--- src/hdl/wsfe_pkg.sv ---
// ----------------------------------------------------------------------------
// wsfe_pkg
// Shared types, constants and twiddle functions of the STFT frame engine.
// ----------------------------------------------------------------------------
package wsfe_pkg;

    localparam int RING_DEPTH = 64;
    localparam int RING_AW    = 6;
    localparam int SAMP_W     = 17;
    localparam int COEF_W     = 16;
    localparam int PART_W     = 23;
    localparam int TW_W       = 17;
    localparam int TWK_W      = 5;
    localparam int PROD_W     = 40;
    localparam int ACC_W      = 41;
    localparam int WLEN_W     = 7;
    localparam int HOP_W      = 13;
    localparam int FRAME_W    = 16;
    localparam int BIN_W      = 6;
    localparam int S_TDATA_W  = 40;
    localparam int M_TDATA_W  = 72;

    localparam logic [COEF_W-1:0] COEF_ONE    = 16'h8000;
    localparam logic [WLEN_W-1:0] WLEN_MAX    = 7'd64;
    localparam logic [HOP_W-1:0]  WLEN_RESET  = 13'd64;
    localparam logic [HOP_W-1:0]  HOP_RESET   = 13'd32;

    localparam logic CFG_WINDOW_LENGTH = 1'b0;
    localparam logic CFG_HOP_LENGTH    = 1'b1;

    typedef enum logic [1:0] {
        ACT_LOAD_COEF = 2'd0,
        ACT_PUSH      = 2'd1,
        ACT_RESTART   = 2'd2,
        ACT_NOP       = 2'd3
    } action_t;

    typedef enum logic [3:0] {
        ST_IDLE, ST_LD_RD, ST_LD_MUL, ST_LD_WR,
        ST_BF_RD, ST_BF_M0, ST_BF_M1, ST_BF_M2, ST_BF_M3, ST_BF_M4,
        ST_BF_WA, ST_BF_WB, ST_EM_RD, ST_EM_OUT
    } state_t;

    typedef enum logic [2:0] {
        MUL_WIN, MUL_BR_C, MUL_BI_S, MUL_BI_C, MUL_BR_S
    } mul_sel_t;

    typedef enum logic [2:0] {
        ACC_HOLD, ACC_RE_SET, ACC_RE_ADD, ACC_IM_SET, ACC_IM_SUB
    } acc_op_t;

    typedef enum logic [1:0] {
        WR_LOAD, WR_SUM, WR_DIFF
    } wr_sel_t;

    typedef struct packed {
        logic     ring_wr;
        logic     win_wr;
        logic     src_rd;
        logic     work_rd;
        logic     work_wr;
        wr_sel_t  wr_sel;
        logic     load_zero;
        mul_sel_t mul_sel;
        acc_op_t  acc_op;
        logic     out_load;
        logic     out_last;
    } dp_cmd_t;

    typedef struct packed {
        logic out_free;
    } dp_stat_t;

    // round(32768 * cos(pi * k / 32)) for k = 0..16
    function automatic logic signed [TW_W-1:0] quarter_cos(input logic [TWK_W-1:0] k);
        logic signed [TW_W-1:0] v;
        begin
            case (k)
                5'd0:  v = 17'sd32768;
                5'd1:  v = 17'sd32610;
                5'd2:  v = 17'sd32138;
                5'd3:  v = 17'sd31357;
                5'd4:  v = 17'sd30274;
                5'd5:  v = 17'sd28899;
                5'd6:  v = 17'sd27246;
                5'd7:  v = 17'sd25330;
                5'd8:  v = 17'sd23170;
                5'd9:  v = 17'sd20788;
                5'd10: v = 17'sd18205;
                5'd11: v = 17'sd15447;
                5'd12: v = 17'sd12540;
                5'd13: v = 17'sd9512;
                5'd14: v = 17'sd6393;
                5'd15: v = 17'sd3212;
                default: v = 17'sd0;
            endcase
            return v;
        end
    endfunction

    function automatic logic signed [TW_W-1:0] tw_cos(input logic [TWK_W-1:0] k);
        logic [TWK_W:0] rk;
        begin
            rk = 6'd32 - {1'b0, k};
            if (k <= 5'd16) begin
                return quarter_cos(k);
            end
            return -quarter_cos(rk[TWK_W-1:0]);
        end
    endfunction

    function automatic logic signed [TW_W-1:0] tw_sin(input logic [TWK_W-1:0] k);
        begin
            if (k <= 5'd16) begin
                return quarter_cos(5'd16 - k);
            end
            return quarter_cos(k - 5'd16);
        end
    endfunction

endpackage

--- src/hdl/wsfe_ctrl.sv ---
// ----------------------------------------------------------------------------
// wsfe_ctrl
// Controller: stream counters, configuration registers and the sequencer
// that runs the window load, the butterfly passes and the bin emission.
// ----------------------------------------------------------------------------
module wsfe_ctrl #(
    parameter int FFT_SIZE = 64
) (
    input  logic                         aclk,
    input  logic                         aresetn,
    input  logic                         in_valid,
    output logic                         in_ready,
    input  logic [1:0]                   in_action,
    input  logic                         cfg_valid,
    output logic                         cfg_ready,
    input  logic                         cfg_index,
    input  logic [12:0]                  cfg_data,
    input  wsfe_pkg::dp_stat_t           stat,
    output wsfe_pkg::dp_cmd_t            cmd,
    output logic [5:0]                   ring_wr_addr,
    output logic [5:0]                   ring_rd_addr,
    output logic [5:0]                   win_rd_addr,
    output logic [$clog2(FFT_SIZE)-1:0]  work_a_addr,
    output logic [$clog2(FFT_SIZE)-1:0]  work_b_addr,
    output logic [$clog2(FFT_SIZE)-1:0]  work_wr_addr,
    output logic [4:0]                   tw_k,
    output logic [5:0]                   out_bin,
    output logic [15:0]                  out_frame
);
    import wsfe_pkg::*;

    localparam int LOG_N = $clog2(FFT_SIZE);
    localparam int SW    = $clog2(LOG_N);
    localparam logic [LOG_N-1:0] PT_LAST  = LOG_N'(FFT_SIZE - 1);
    localparam logic [LOG_N-1:0] BIN_LAST = LOG_N'(FFT_SIZE / 2);
    localparam logic [LOG_N-2:0] BF_LAST  = (LOG_N-1)'(FFT_SIZE / 2 - 1);
    localparam logic [SW-1:0]    STG_LAST = SW'(LOG_N - 1);

    state_t              state_reg, state_next;
    logic [WLEN_W-1:0]   wl_reg, wl_next;
    logic [HOP_W-1:0]    hop_reg, hop_next;
    logic [RING_AW-1:0]  wp_reg, wp_next;
    logic [HOP_W-1:0]    suf_reg, suf_next;
    logic [FRAME_W-1:0]  fc_reg, fc_next;
    logic [LOG_N-1:0]    pt_reg, pt_next;
    logic [SW-1:0]       stg_reg, stg_next;
    logic [LOG_N-2:0]    bf_reg, bf_next;

    logic                in_fire, cfg_fire;
    logic [WLEN_W-1:0]   len, cfg_len;
    logic [HOP_W-1:0]    hop_eff;
    logic [WLEN_W-1:0]   pos_full;
    logic [LOG_N-1:0]    bf_ext, hmask, j, addr_a, addr_b, rev_pt;
    logic [5:0]          k_full;

    function automatic logic [WLEN_W-1:0] clamp_len(input logic [WLEN_W-1:0] w);
        begin
            if (w == '0) begin
                return WLEN_W'(1);
            end
            return (w > WLEN_MAX) ? WLEN_MAX : w;
        end
    endfunction

    assign len      = clamp_len(wl_reg);
    assign cfg_len  = clamp_len(cfg_data[WLEN_W-1:0]);
    assign hop_eff  = (hop_reg == '0) ? HOP_W'(1) : hop_reg;
    assign in_ready = (state_reg == ST_IDLE);
    assign cfg_ready = (state_reg == ST_IDLE);
    assign in_fire  = in_valid && in_ready;
    assign cfg_fire = cfg_valid && cfg_ready;

    // Frame point i reads the ring len samples back from the write pointer.
    assign pos_full     = {1'b0, wp_reg} - len + WLEN_W'(pt_reg);
    assign ring_rd_addr = pos_full[RING_AW-1:0];
    assign ring_wr_addr = wp_reg;
    assign win_rd_addr  = RING_AW'(pt_reg);

    always_comb begin
        for (int b = 0; b < LOG_N; b++) begin
            rev_pt[b] = pt_reg[LOG_N-1-b];
        end
    end

    // Butterfly n of stage s: a = group*2h + j, b = a + h, twiddle j * 64/(2h).
    assign bf_ext = {1'b0, bf_reg};
    assign hmask  = LOG_N'((1 << stg_reg) - 1);
    assign j      = bf_ext & hmask;
    assign addr_a = ((bf_ext & ~hmask) << 1) | j;
    assign addr_b = addr_a | LOG_N'(1 << stg_reg);
    assign k_full = 6'(j) << (3'd5 - 3'(stg_reg));
    assign tw_k   = k_full[4:0];

    assign work_a_addr  = (state_reg == ST_EM_RD) ? pt_reg : addr_a;
    assign work_b_addr  = addr_b;
    assign work_wr_addr = (state_reg == ST_LD_WR) ? rev_pt :
                          (state_reg == ST_BF_WB) ? addr_b : addr_a;
    assign out_bin      = BIN_W'(pt_reg);
    assign out_frame    = fc_reg;

    always_ff @(posedge aclk) begin
        if (!aresetn) begin
            state_reg <= ST_IDLE;
            wl_reg    <= WLEN_MAX;
            hop_reg   <= HOP_RESET;
            wp_reg    <= '0;
            suf_reg   <= WLEN_RESET;
            fc_reg    <= '0;
            pt_reg    <= '0;
            stg_reg   <= '0;
            bf_reg    <= '0;
        end else begin
            state_reg <= state_next;
            wl_reg    <= wl_next;
            hop_reg   <= hop_next;
            wp_reg    <= wp_next;
            suf_reg   <= suf_next;
            fc_reg    <= fc_next;
            pt_reg    <= pt_next;
            stg_reg   <= stg_next;
            bf_reg    <= bf_next;
        end
    end

    always_comb begin
        state_next = state_reg;
        wl_next    = wl_reg;
        hop_next   = hop_reg;
        wp_next    = wp_reg;
        suf_next   = suf_reg;
        fc_next    = fc_reg;
        pt_next    = pt_reg;
        stg_next   = stg_reg;
        bf_next    = bf_reg;
        cmd        = '0;
        cmd.wr_sel = WR_LOAD;
        cmd.mul_sel = MUL_WIN;
        cmd.acc_op = ACC_HOLD;

        unique case (state_reg)
            ST_IDLE: begin
                if (cfg_fire) begin
                    if (cfg_index == CFG_WINDOW_LENGTH) begin
                        wl_next  = cfg_data[WLEN_W-1:0];
                        wp_next  = '0;
                        suf_next = HOP_W'(cfg_len);
                        fc_next  = '0;
                    end else begin
                        hop_next = cfg_data;
                    end
                end
                if (in_fire) begin
                    case (in_action)
                        ACT_LOAD_COEF: cmd.win_wr = 1'b1;
                        ACT_RESTART: begin
                            wp_next  = '0;
                            suf_next = HOP_W'(len);
                            fc_next  = '0;
                        end
                        ACT_PUSH: begin
                            cmd.ring_wr = 1'b1;
                            wp_next     = wp_reg + 1'b1;
                            if (suf_reg <= HOP_W'(1)) begin
                                suf_next   = hop_eff;
                                pt_next    = '0;
                                state_next = ST_LD_RD;
                            end else begin
                                suf_next = suf_reg - 1'b1;
                            end
                        end
                        default: ;
                    endcase
                end
            end
            ST_LD_RD: begin
                cmd.src_rd = 1'b1;
                state_next = ST_LD_MUL;
            end
            ST_LD_MUL: begin
                cmd.mul_sel = MUL_WIN;
                state_next  = ST_LD_WR;
            end
            ST_LD_WR: begin
                cmd.work_wr   = 1'b1;
                cmd.wr_sel    = WR_LOAD;
                cmd.load_zero = (WLEN_W'(pt_reg) >= len);
                if (pt_reg == PT_LAST) begin
                    stg_next   = '0;
                    bf_next    = '0;
                    state_next = ST_BF_RD;
                end else begin
                    pt_next    = pt_reg + 1'b1;
                    state_next = ST_LD_RD;
                end
            end
            ST_BF_RD: begin
                cmd.work_rd = 1'b1;
                state_next  = ST_BF_M0;
            end
            ST_BF_M0: begin
                cmd.mul_sel = MUL_BR_C;
                state_next  = ST_BF_M1;
            end
            ST_BF_M1: begin
                cmd.mul_sel = MUL_BI_S;
                cmd.acc_op  = ACC_RE_SET;
                state_next  = ST_BF_M2;
            end
            ST_BF_M2: begin
                cmd.mul_sel = MUL_BI_C;
                cmd.acc_op  = ACC_RE_ADD;
                state_next  = ST_BF_M3;
            end
            ST_BF_M3: begin
                cmd.mul_sel = MUL_BR_S;
                cmd.acc_op  = ACC_IM_SET;
                state_next  = ST_BF_M4;
            end
            ST_BF_M4: begin
                cmd.acc_op = ACC_IM_SUB;
                state_next = ST_BF_WA;
            end
            ST_BF_WA: begin
                cmd.work_wr = 1'b1;
                cmd.wr_sel  = WR_SUM;
                state_next  = ST_BF_WB;
            end
            ST_BF_WB: begin
                cmd.work_wr = 1'b1;
                cmd.wr_sel  = WR_DIFF;
                if (bf_reg == BF_LAST) begin
                    bf_next = '0;
                    if (stg_reg == STG_LAST) begin
                        pt_next    = '0;
                        state_next = ST_EM_RD;
                    end else begin
                        stg_next   = stg_reg + 1'b1;
                        state_next = ST_BF_RD;
                    end
                end else begin
                    bf_next    = bf_reg + 1'b1;
                    state_next = ST_BF_RD;
                end
            end
            ST_EM_RD: begin
                cmd.work_rd = 1'b1;
                state_next  = ST_EM_OUT;
            end
            ST_EM_OUT: begin
                if (stat.out_free) begin
                    cmd.out_load = 1'b1;
                    cmd.out_last = (pt_reg == BIN_LAST);
                    if (pt_reg == BIN_LAST) begin
                        fc_next    = fc_reg + 1'b1;
                        state_next = ST_IDLE;
                    end else begin
                        pt_next    = pt_reg + 1'b1;
                        state_next = ST_EM_RD;
                    end
                end
            end
            default: state_next = ST_IDLE;
        endcase
    end

    a_no_write_on_emit: assert property (@(posedge aclk) disable iff (!aresetn)
        cmd.out_load |-> !cmd.work_wr && stat.out_free)
        else $error("result loaded while work store written or output busy");

    a_frame_start: assert property (@(posedge aclk) disable iff (!aresetn)
        in_fire && in_action == ACT_PUSH && suf_reg <= HOP_W'(1) |=> state_reg == ST_LD_RD)
        else $error("frame did not start after countdown expired");

    a_bfly_pair: assert property (@(posedge aclk) disable iff (!aresetn)
        state_reg == ST_BF_WA |=> state_reg == ST_BF_WB)
        else $error("butterfly lower write skipped");

    a_last_to_idle: assert property (@(posedge aclk) disable iff (!aresetn)
        cmd.out_load && cmd.out_last |=> state_reg == ST_IDLE && fc_reg == $past(fc_reg) + 1'b1)
        else $error("frame end did not return to idle");

endmodule

--- config.mk ---
export PLATFORM = sky130hd
export DESIGN_NAME = wsfe_ctrl
export DESIGN_NICKNAME = d
export VERILOG_FILES = /design/src/hdl/wsfe_pkg.sv /design/src/hdl/wsfe_ctrl.sv
export SDC_FILE = /design/constraint.sdc
export NUM_CORES = 1
export LEC_CHECK = 0
export ABC_AREA = 1
export BUFFER_PORTS_ARGS = -buffer_cell sky130_fd_sc_hd__buf_4
export CORE_AREA = 2 2 102 104
export DETAILED_ROUTE_END_ITERATION = 8
export DIE_AREA = 0 0 104 106
export PLACE_DENSITY = 0.88
export SYNTH_ARGS = -nofsm -noshare
export SYNTH_HDL_FRONTEND = slang
export SYNTH_SLANG_ARGS = --single-unit
export TNS_END_PERCENT = 30
--- constraint.sdc ---
create_clock -name aclk -period 3.2 [get_ports aclk]
set_input_delay 0.48 -clock aclk [delete_from_list [all_inputs] [get_ports aclk]]
set_output_delay 0.48 -clock aclk [all_outputs]
set_load 0.02 [all_outputs]
# Word-level counts from Yosys, hierarchy flattened
# Cells that the tools add are included.
# totals
word_cells	144
reg_bits	73
# op_classes
addsub	10
n_reduce_logical	18
muxes	65
n_eq_ne	30
bitwise_logic	6
n_shift	2
n_lt_le_gt_ge	4
# op_table
op	n
16-bit 2-to-1 mux	6
6-bit 2-to-1 mux	14
13-bit 2-to-1 mux	5
4-bit case mux with 14 select lines	1
7-bit 2-to-1 mux	6
16-bit case mux with 2 select lines	1
4-bit 2-to-1 mux	7
13-bit case mux with 2 select lines	1
4-bit equality test, second input constant	6
3-bit case mux with 4 select lines	2
6-bit case mux with 4 select lines	1
16-bit by 1-bit adder with 16-bit output, second input constant	1
4-bit by 3-bit equality test with 1-bit output, second input constant	4
7-bit > comparator, second input constant	2
7-bit logical NOT	2
13-bit by 1-bit less-or-equal comparator with 1-bit output, second input constant	1
13-bit logical NOT	1
13-bit by 1-bit subtractor with 13-bit output, second input constant	1
6-bit by 1-bit adder with 6-bit output, second input constant	2
6-bit equality test, second input constant	2
3-bit 2-to-1 mux	4
2-bit by 1-bit != test with 1-bit output, second input constant	6
6-bit bitwise OR	2
6-bit case mux with 2 select lines	1
36 further kinds	56

# Longest topological paths before layout
# logic_depth
depth_word	8
depth_mapped	13

# Worst setup path before layout
# OpenSTA, ideal clock, no wires.
# synth_path
path_type	register -> output
startpoint	register wl_reg[4]
endpoint	output port ring_rd_addr[5]
n_path_buf	0
t_arrival_ns	2.529
path_slack_ns	0.191
stages_incl_launch_ff	14
required_time_ns	2.720
cell_sequence	dfxtp_1 -> nor2_1 -> nand4_1 -> nand2_1 -> inv_1 -> nor2_1 -> fa_1 -> inv_1 -> ha_1 -> a21oi_1 -> nand2_1 -> a21o_1 -> a21oi_1 -> xor2_1
# synth_via
elab_chain_cells	5
elab_cells_between_ends	7
cone_classes	2 x add/sub; 1 x order compare; 3 x mux; 1 x reduce/logical
# synth_rtl
element	line_no	source
start: declaration	wsfe_ctrl.sv:40	logic [WLEN_W-1:0] wl_reg, wl_next;
start signal: assignment	wsfe_ctrl.sv:114	wl_reg <= wl_next;
7-bit > comparator or 7-bit logical NOT (tied branches)	wsfe_ctrl.sv:61, wsfe_ctrl.sv:58	
7-bit 2-to-1 mux or 1-bit 2-to-1 mux (tied branches)	wsfe_ctrl.sv:61, wsfe_ctrl.sv:58	
7-bit 2-to-1 mux (*)	wsfe_ctrl.sv:61	return (w > WLEN_MAX) ? WLEN_MAX : w;
6-bit subtractor (*)	wsfe_ctrl.sv:74	assign pos_full = {1'b0, wp_reg} - len + WLEN_W'(pt_reg);
6-bit adder (*)	wsfe_ctrl.sv:74	
end: declaration	wsfe_ctrl.sv:21	output logic [5:0] ring_rd_addr,
# Every way passes the cells marked *; elsewhere a longest branch is shown, timed or not.

# Worst setup path after layout
# layout_path
startpoint	register wl_reg[0]
endpoint	output port ring_rd_addr[4]
# The elaborated chain is that of the path after synthesis.

==> impl_metrics.csv <==
group,metric,value,unit
global_route,grt-busiest-layer,"met2",
placed_design,post-dp-hpwl,11.2,mm
power,peakVddDrop,0.441,mV
setup_path,worstPathArrival,2790,ps
route,drc,0,
placed_design,port_buffers,101,
setup_path,ff2ff_path_depth,9,
final_layout,design_area,6690,sq um
clock_network,cts-root-buf,"clkbuf_8",
synth,synthFlopType,"dfxtp_1",
synth,syn-cell-area,5360,sq um
timing,setup_slack,-65.6,ps
floorplanning,start_util,53.6,%
route,antenna_left,0,
final_layout,final_nets,995,
setup_path,required,2720,ps
synth,syn_area_per_cell,6.48,sq um
floorplanning,fp.dieArea,11000,sq um
power,p_per_area,716,nW/um^2
setup_path,reg2reg_from,"state_reg[0]",
route,drtIter0Drc,444,
synth,synthCells,827,
timing,finalSetupViolCount,2,
floorplanning,die_h,106,um
final_layout,num_antenna_cells,0,
setup_path,critPathMaxFanout,3,
global_route,grt_overflow,0,
global_route,grt_antenna_before_repair,0,
status,violations,"setup timing",
route,vias,5997,
setup_path,worstPathCellList,"nor2_2 > nand4_1 > nand2_2 > inv_4 > buf_4 > a21oi_4 > ha_4 > inv_4 > ha_4 > inv_2 > fa_2 > o21ai_2 > xor2_1 > buf_4",
floorplanning,fp.dieW,104,um
timing,drv_slew,0,
power,p_leak,0.00311,uW
timing,finalHoldViolCount,0,
clock_network,holdBufCountCts,0,
synth,ys_async_sr_fraction,0,%
synth,syn-num-nets,882,
timing,finalCritPeriodShare,102,%
global_route,grtUsageMet2,48.1,%
global_route,grt_util_all_layers,28.0,%
global_route,grt_pass1_wl,25.2,mm
setup_path,critPathKind,"register to output port",
route,first_pass_iters,7,
status,status,"finished with violations",
placed_design,dpl_cell_area,6220,sq um
route,wl_per_cell,14.9,um
clock_network,htree_levels,3,
clock_network,clock_latency,380,ps
floorplanning,rows,37,
setup_path,cp-start-kind,"register",
final_layout,nFillCells,876,
synth,synthDistinctLibCells,46,
setup_path,cp_slowest_cell,"fa_2",
setup_path,r2r_slack,1100,ps
final_layout,utilization,66.9,%
synth,synth_edf_count,0,
setup_path,max_stage_delay,380,ps
timing,slew_headroom,62.3,%
floorplanning,core-area,10000,sq um
timing,grt_setup_unrepaired,"true",
placed_design,place_congestion,0.960,
final_layout,seq_area,1470,sq um
timing,tightest_slew,565,ps
final_layout,largest_reg_flops,16,
clock_network,cts.clk_slew.worst_paths,90,ps
route,drt_wl_total,16.1,mm
run,maxCapViolCount,0,
setup_path,end_kind,"output port",
timing,post-route-min-period,3270,ps
clock_network,cts_made_buffers,9,
setup_path,cp.depth,14,
floorplanning,pin_count,102,
final_layout,areaGrowthSynthToFinish,24.9,%
setup_path,crit_buf_inv,5,
synth,synth-warning-count,0,
setup_path,path_delay_family,"adder cells",
final_layout,multi_input_area,3380,sq um
global_route,met1_usage,33.3,%
route,vias_per_cell,5.55,
final_layout,drive_gt1_share,23.0,%
synth,yosysSeqAreaShare,27.3,%
timing,fin_skew,15.5,ps
timing,finalHoldWorstSlack,374,ps
timing,fmax,306,MHz
synth,ys_seq_elements,73,
clock_network,cts_tree,"built",
setup_path,timing.rr.end,"ring_wr_addr[5]",
global_route,grt_max_degree,40,
min_path,hold_class,"input port to register",
setup_path,crit_start,"wl_reg[0]",
global_route,use_met3,5.82,%
setup_path,crit_end,"ring_rd_addr[4]",
global_route,grt_pass1_vias,5479,
clock_network,cts.path.max_buffers,2,
clock_network,clock_sinks,73,
layer usage:
metal / part of all wire, % / vias to the layer above
li1: - / 2889
met1: 41 / 2732
met2: 47 / 316
met3: 7.9 / 60
met4: 3.9 / 0
met5: 0 / -
where the power goes:
part	leakage, uW	internal, uW	switching [uW]
combinational	0.00242	1080	1830
sequential	0.000595	1030	107
clock	0.0000954	358	382
total	0.00311	2470	2320
stage by stage:
stage | TNS (ps) | std cells | power [uW] | worst slack, ps
after floorplan | 0 | 827 | 2890 | 191
after global placement | 0 | 1049 | 3580 | 269
after detailed placement | 0 | 1049 | 3630 | 196
after CTS | -58.7 | 1079 | 4540 | -31.1
after global routing | -559 | 1081 | 5080 | -220
final | -128 | 1081 | 4790 | -65.6
area by class of cell:
class                           instances  area share (%)
Clock inverter                          7            1.03
Multi-Input combinational cell        591            50.5
Clock buffer                            9            1.85
Timing Repair Buffer                  123            13.9
Tap cell                              136            2.54
Inverter                              142            8.17
Sequential cell                        73            22.0
Yosys cell counts, drive strengths merged, types with 2 or more instances:
cell type	instances	area [sq um]
o21ai	87	450
nand3	58	303
nor2	98	438
dfxtp	73	1460
nand2	171	714
fa	5	100
o22ai	4	25.0
clkinv	4	15.0
ha	29	363
o31ai	3	22.5
inv	138	523
clkbuf	7	26.3
xnor2	6	52.6
or2	4	25.0
buf	14	87.6
nor4	3	18.8
nand3b	4	30.0
a21oi	78	390
xor2	10	87.6
nor3	9	72.6
o211ai	3	22.5
nor3b	2	15.0
nand4	7	43.8
a31oi	4	25.0
repair_timing:
action,in CTS,in global routing
pin swaps,15,15
setup endpoints to repair,2,16
gates resized for setup,23,25
setup buffers,14,4
placed cells by master, fill, tap and decap left out, types with 5 or more instances in the layout:
cell / count
nor3_1: 5
nor2_2: 6
dfxtp_1: 65
o21ai_0: 80
nor2_4: 5
nor2_1: 85
nand3_1: 56
a21oi_1: 75
buf_4: 121
xnor2_1: 6
inv_1: 122
nand2_2: 11
nand2_1: 153
inv_2: 12
ha_4: 5
nand2_4: 7
xor2_1: 10
ha_1: 24
dfxtp_2: 8
clkbuf_8: 9
nand4_1: 7
worst reg2reg max path, stage by stage (launching register included):
cell and delay, ps:
dfxtp_1 400, nor2_2 170, inv_2 90, nor2_8 250, nand2_4 180, nor2_4 260, inv_1 210, o21ai_1 260
o21ai_1 90, a21oi_1 120
how the worst min path moves through the flow:
| stage | cells after the start | end | slack [ps] | startpoint |
|---|---|---|---|---|
| 2_1_floorplan | 2 | hop_reg[7] | 440 | hop_reg[7] |
| 3_3_place_gp | 2 | out_frame[4] | 450 | out_frame[4] |
| 3_5_place_dp | 2 | out_frame[4] | 460 | out_frame[4] |
| 4_1_cts | 3 | hop_reg[5] | 370 | cfg_data[5] |
| 5_1_grt | 3 | hop_reg[5] | 380 | cfg_data[5] |
| 6_report | 3 | hop_reg[5] | 370 | cfg_data[5] |
cells by family (layout without fill, tap and decap cells):
family / count (synthesis) / in the layout / synth area share (%)
compound gates: 183 / 183 / 18.1
flops: 73 / 73 / 27.3
xor+xnor: 16 / 16 / 2.62
buf+inv: 163 / 281 / 12.2
fa+ha+maj: 34 / 34 / 8.64
simple gates: 358 / 358 / 31.2
No activity file was read; power rests on OpenSTA's default activity.
